`src/sv/stwm_pkg.sv`:
```
package stwm_pkg;

    localparam int CHANNELS_DEF = 8;
    localparam int DEPTH_DEF    = 128;

    localparam int STAMP_W = 64;
    localparam int CFG_W   = 40;
    localparam int CFG_IDX_W = 2;

    localparam logic [CFG_IDX_W-1:0] CFG_WINDOW    = 2'd0;
    localparam logic [CFG_IDX_W-1:0] CFG_CROSS_LAG = 2'd1;
    localparam logic [CFG_IDX_W-1:0] CFG_STALE     = 2'd2;

    localparam logic [CFG_W-1:0] WINDOW_RST    = 40'd1000000000;
    localparam logic [CFG_W-1:0] CROSS_LAG_RST = 40'd1000000000;
    localparam logic [CFG_W-1:0] STALE_RST     = 40'd5000000000;

    // 1e6 s in ns
    localparam logic [STAMP_W-1:0] MAX_GAP_NS = 64'd1000000000000000;

    localparam logic [1:0] ST_OK    = 2'd0;
    localparam logic [1:0] ST_NULL  = 2'd1;
    localparam logic [1:0] ST_ORDER = 2'd2;
    localparam logic [1:0] ST_LAG   = 2'd3;

    typedef struct packed {
        logic [2:0]         channel;
        logic [STAMP_W-1:0] stamp_ns;
    } t_in_item;

    typedef struct packed {
        logic [1:0] status;
        logic [7:0] window_count;
        logic       window_full;
        logic       stale_seen;
    } t_out_item;

    typedef struct packed {
        logic gt;      // a > b
        logic exceed;  // a > b and a - b > limit
    } t_cmp_res;

endpackage

```
`src/sv/stwm_cmp_unit.sv`:
```
module stwm_cmp_unit (
    input  logic [stwm_pkg::STAMP_W-1:0] i_a,
    input  logic [stwm_pkg::STAMP_W-1:0] i_b,
    input  logic [stwm_pkg::STAMP_W-1:0] i_limit,
    output stwm_pkg::t_cmp_res           o_res
);

    logic [stwm_pkg::STAMP_W:0] diff;

    assign diff = {1'b0, i_a} - {1'b0, i_b};

    always_comb begin
        o_res.gt     = !diff[stwm_pkg::STAMP_W] && (diff[stwm_pkg::STAMP_W-1:0] != '0);
        o_res.exceed = o_res.gt && (diff[stwm_pkg::STAMP_W-1:0] > i_limit);
    end

endmodule

```
`config.mk`:
```
export PLATFORM = sky130hd
export DESIGN_NAME = stwm_cmp_unit
export DESIGN_NICKNAME = d
export VERILOG_FILES = /design/src/sv/stwm_pkg.sv /design/src/sv/stwm_cmp_unit.sv
export SDC_FILE = /design/constraint.sdc
export NUM_CORES = 1
export LEC_CHECK = 0
export BUFFER_PORTS_ARGS = -buffer_cell sky130_fd_sc_hd__buf_2
export CAP_MARGIN = 20
export CELL_PAD_IN_SITES_DETAIL_PLACEMENT = 1
export CELL_PAD_IN_SITES_GLOBAL_PLACEMENT = 1
export CORE_ASPECT_RATIO = 0.9
export CORE_MARGIN = 2
export CORE_UTILIZATION = 40
export DETAILED_ROUTE_END_ITERATION = 16
export GPL_ROUTABILITY_DRIVEN = 0
export PLACE_DENSITY_LB_ADDON = 0.1
export SLEW_MARGIN = 20
export SYNTH_ARGS = -nofsm -noshare
export SYNTH_HDL_FRONTEND = slang
export SYNTH_SLANG_ARGS = --single-unit
```
`constraint.sdc`:
```
create_clock -name vclk -period 10.6
set_input_delay 2.12 -clock vclk [all_inputs]
set_output_delay 2.12 -clock vclk [all_outputs]
set_load 0.005 [all_outputs]
```
## Yosys cells after proc, flatten, opt, wreduce, memory -nomap -nowiden

Cells that the tools add are included.

| operators by class | value |
|---|---|
| add/sub/neg operators | 1 |
| magnitude comparators | 1 |
| reductions and logical operators | 4 |

Operators with widths:

| operator | count |
|---|---|
| subtractor 64 x 64 -> 65 bit | 1 |
| greater-than comparator 64 bit | 1 |
| nonzero test 64 bit | 1 |
| logical AND 1 bit | 2 |
| zero test 1 bit | 1 |

| storage, ports and cells | value |
|---|---|
| bits in registers | 0 |
| bits of input ports | 192 |
| output and inout port bits | 2 |
| logic and storage cells | 6 |

## Depth between registers and ports, before layout

| depth | value |
|---|---|
| depth after elaboration | 4 |
| gate-level depth with buffers | 24 |
| gate-level depth less buffers | 24 |

## Worst setup path after synthesis

Ideal clock, no wire load.

| path | value |
|---|---|
| path type | in2out |
| start point | input i_b[9] (netlist bit) |
| end point | output o_res[0] (netlist bit) |
| arrival | 5.865 ns |
| data required time | 8.480 ns |
| slack | 2.615 ns |
| stages | 24 |
| path buffers | 1 |
| path through | inv_1 > ha_1 > clkbuf_1 > and4_1 > nand4_1 > a311o_1 > a31oi_2 > and4_1 > o211a_1 > nor2_1 > o21ai_0 > xor2_1 > ha_1 > a21o_1 > a21oi_1 > nor2b_1 > o21ai_0 > nand2b_1 > a21oi_1 > nor2b_1 > o21ai_0 > o211ai_1 > o211ai_1 > nor2b_1 |

RTL lines:

| item | RTL line | RTL |
|---|---|---|
| from (decl) | stwm_cmp_unit.sv:3 | `input logic [stwm_pkg::STAMP_W-1:0] i_b,` |
| to (decl) | stwm_cmp_unit.sv:5 | `output stwm_pkg::t_cmp_res o_res` |

==> results.txt <==
In the finished design, the share of the clock period the worst path needs comes to 0.844. The required time of the worst setup path came out at between 8 and 9 ns. The post-detailed-route count of antenna-violating nets is 0. Counting the clock-network buffers in the layout gives 0. For this run, the register share of the synthesized area comes to 0. The synthesized design spends more area on one cell type than any other, namely sky130_fd_sc_hd__ha_1. The peak per-stage delay on the critical path is 0.58 ns. The number of failing setup endpoints in the final timing report came out at 0. After synthesis the cells add up to around 0.0063 mm^2. The first detailed-routing pass ran for 5 iterations. The site row count is 43. After synthesis, the cell types taking the most area are sky130_fd_sc_hd__ha_1, sky130_fd_sc_hd__a21oi_1, sky130_fd_sc_hd__inv_1, sky130_fd_sc_hd__o21ai_0, sky130_fd_sc_hd__nand2_1. For this run, the post-layout net count is 1474. OpenSTA, run right after detailed placement, puts the worst setup slack at roughly 1.7 ns. The top achievable clock speed came out at between 100 and 150 MHz. The total overflow left after global routing is 0. The max-slew violation count is 0. The most critical setup path has its startpoint at i_b[38]. The startpoint of the lowest-slack hold path is i_a[63].

The tightest hold path in the finished design has a slack of 4.78 ns. After clock tree synthesis, the flow added hold-fix buffers numbering 0. The total negative slack for setup checks is 0 ns. The sum of net half-perimeters after detailed placement is approximately 22 mm.

The placeable core region is between 0.015 and 0.02 mm^2. Setup repair after global routing left no endpoint under its margin. The mean cell area of the mapped netlist is between 6 and 7 um^2. Relative to the synthesized area, the layout overhead comes to 17.6%.

The min-delay analysis places its worst path in the category input pin to primary output. The end point of the most critical hold path is o_res[1]. Dividing total power by cell area gives a power density of around 70 mW/mm^2. The critical path is of the input pin to primary output type. In this run the tightest slew margin relative to its limit is 0.492. The DRC violation count after routing is 0. The routed design could run at a clock period as short as slightly below 9 ns. The pin count of the biggest net entering global routing is 13. The slew at the pin closest to its max-slew limit came out at roughly 0.75 ns. The max-cap check violation count came out at 0. The initial utilization of the core area, before any placement, comes to 0.409. The number of cells on the worst hold path is 5. The width of the die came out at between 100 and 150 um. The number of warning messages in the yosys log is 0.

STA classifies the critical path endpoint as a primary output. The final worst slack is about 1.7 ns. In the final layout, the share of cells above drive strength 1 is 0.177. The final total power came out at around 0.00051 W. Counting every net in the synthesized netlist gives approximately 1300.

The slowest stage of the critical path belongs to the cell sky130_fd_sc_hd__or4_1. At the worst endpoint, the arrival time is slightly below 7 ns. The number of antenna violations at the first check in global routing is 3. The number of gates resized after cts is 0. The final routed wirelength across all metal layers is around 25 mm. The maximum vdd drop is 0.0000217 V. Dividing the detail-routed wire length by the instance count gives 18.1 um. After clock tree synthesis, the setup repair step added 0 buffers.

Pin placement for this block handled slightly below 200 I/O pins. The total leakage power came out at 3.87 nW. The maximum net fanout on the critical path came out at 5. Counting every instance in the synthesized netlist gives around 990.

The detailed router's first-iteration violation count is 521. The instance count after placement with tap cells included came out at ~1400. The total track usage came out at 0.286.

The via count of the first global-routing pass came out at between 7000 and 8000. The number of distinct library cells after synthesis is 66. The first global-routing pass estimated 38.9 mm of wire. The final count of hold timing violations is 0. The mean number of vias per cell came out at approximately 5.9. In this run the tool buffered the top-level ports with between 150 and 200 buffer cells. The full die area came out at about 0.017 mm^2. Summing over every cut layer, the via total after detailed routing is about 8000.

The finished layout holds between 1000 and 1500 standard cells, fillers aside. STA classifies the critical path startpoint as an input pin. The signal on the critical path passes through buf_2 -> inv_1 -> ha_1 -> nand2_1 -> or3_1 -> or4_1 -> a311oi_2 -> nor4_2 -> or3_1 -> a32oi_1 -> xor2_1 -> ha_1 -> nand4_1 -> nor2_1 -> nand3_1 -> nor3_1 -> inv_1 -> a41oi_1 -> o211ai_1 -> nor2b_1 -> buf_2.

The die span in y is 123 um. The footprint of the flip-flops and latches came out at 0 um^2. The number of sequential cells in the layout came out at 0. The share of synthesized area in the top cell type comes to 0.254. The flow ran to the end, and the final reports show no timing, DRC or antenna violations.
## worst max-delay path by stage
stage and endpoint:
3_3_place_gp o_res[0], 2_1_floorplan o_res[0], 4_1_cts o_res[0], 6_report o_res[0], 5_1_grt o_res[0], 3_5_place_dp o_res[0]
## layer usage
| metal | global-route usage | vias to the layer above | wire length [um] |
|---|---|---|---|
| met5 | 0 | - | 0 |
| met1 | 0.429 | 3748 | 12100 |
| met3 | 0.0271 | 14 | 1970 |
| met2 | 0.459 | 322 | 10300 |
| li1 | - | 3915 | - |
| met4 | 0.0254 | 0 | 171 |
## synth_stat cells (all sizes together) (3+ instances only)
master   number
nor4         13
xnor2        26
nor2         64
o2111ai       4
o21bai        3
or4           4
or3           8
and2          9
nand2b        5
clkbuf       28
o21a         15
a2111oi       5
xor2         26
a21oi       109
and3          4
nand4        43
o41ai         3
o211ai       12
nor2b        14
ha          128
a211oi        8
o31ai         3
a311oi        3
nand2        85
a21boi        8
inv         140
a21o         32
and4          8
nor3         26
nand3        26
a31oi        12
a32oi         3
o21ai        74
o22ai         4
## through the flow
stage	utilization	instance area (um^2)
4_1_cts	0.480	7410
3_3_place_gp	0.480	7410
2_1_floorplan	-	6310
5_1_grt	0.480	7420
3_5_place_dp	0.480	7410
6_report	0.481	7420
## logic make-up (layout without fill, tap and decap cells)
group / after synthesis / after routing / share of synthesized area
AND/OR/NAND/NOR: 317 / 317 / 0.252
other: 0 / 2 / 0
AO/OA/AOI/OAI: 318 / 318 / 0.315
multiplexers: 1 / 1 / 0.00159
buffers and inverters: 170 / 334 / 0.102
adder cells (fa/ha/maj): 129 / 129 / 0.257
XOR/XNOR: 52 / 52 / 0.0722
## cells in the final DEF (no fill, tap or decap), types with 3 or more instances in the layout
master / instances
sky130_fd_sc_hd__buf_2: 194
sky130_fd_sc_hd__inv_1: 140
sky130_fd_sc_hd__ha_1: 128
sky130_fd_sc_hd__a21oi_1: 109
sky130_fd_sc_hd__nand2_1: 85
sky130_fd_sc_hd__o21ai_0: 70
sky130_fd_sc_hd__nor2_1: 64
sky130_fd_sc_hd__nand4_1: 43
sky130_fd_sc_hd__a21o_1: 32
sky130_fd_sc_hd__nand3_1: 26
sky130_fd_sc_hd__nor3_1: 26
sky130_fd_sc_hd__xor2_1: 26
sky130_fd_sc_hd__xnor2_1: 26
sky130_fd_sc_hd__o21a_1: 15
sky130_fd_sc_hd__nor2b_1: 14
sky130_fd_sc_hd__nor4_1: 12
sky130_fd_sc_hd__o211ai_1: 12
sky130_fd_sc_hd__a31oi_1: 11
sky130_fd_sc_hd__and4_1: 8
sky130_fd_sc_hd__and2_1: 8
sky130_fd_sc_hd__a211oi_1: 8
sky130_fd_sc_hd__or3_1: 8
sky130_fd_sc_hd__a21boi_0: 6
sky130_fd_sc_hd__a2111oi_0: 5
sky130_fd_sc_hd__nand2b_1: 5
sky130_fd_sc_hd__and3_1: 4
sky130_fd_sc_hd__o2111ai_1: 4
sky130_fd_sc_hd__o21ai_1: 4
sky130_fd_sc_hd__o22ai_1: 4
sky130_fd_sc_hd__or4_1: 4
sky130_fd_sc_hd__a32oi_1: 3
sky130_fd_sc_hd__o31ai_1: 3
sky130_fd_sc_hd__o21bai_1: 3
sky130_fd_sc_hd__o41ai_1: 3
## critical path: cells and delay by family
family          cells  cell delay (ns)
simple gates       10             2.60
compound gates      4             0.93
fa+ha+maj           2             0.74
buf+inv             4             0.31
xor+xnor            1             0.13
## power breakdown
| part | internal (W) | switching (W) |
|---|---|---|
| Sequential | 0 | 0 |
| Combinational | 0.000202 | 0.000310 |
| Clock | 0.0000000000461 | 0 |
| Total | 0.000202 | 0.000310 |
## final cells by class
cell class         count  area [um^2]
inverters            140          526
multi-input cells    817         5670
repair buffers       194          971
fillers             2164         8020
well taps            202          253
diodes                 2         5.00
Note: power is estimated with default switching activity, not from simulation.
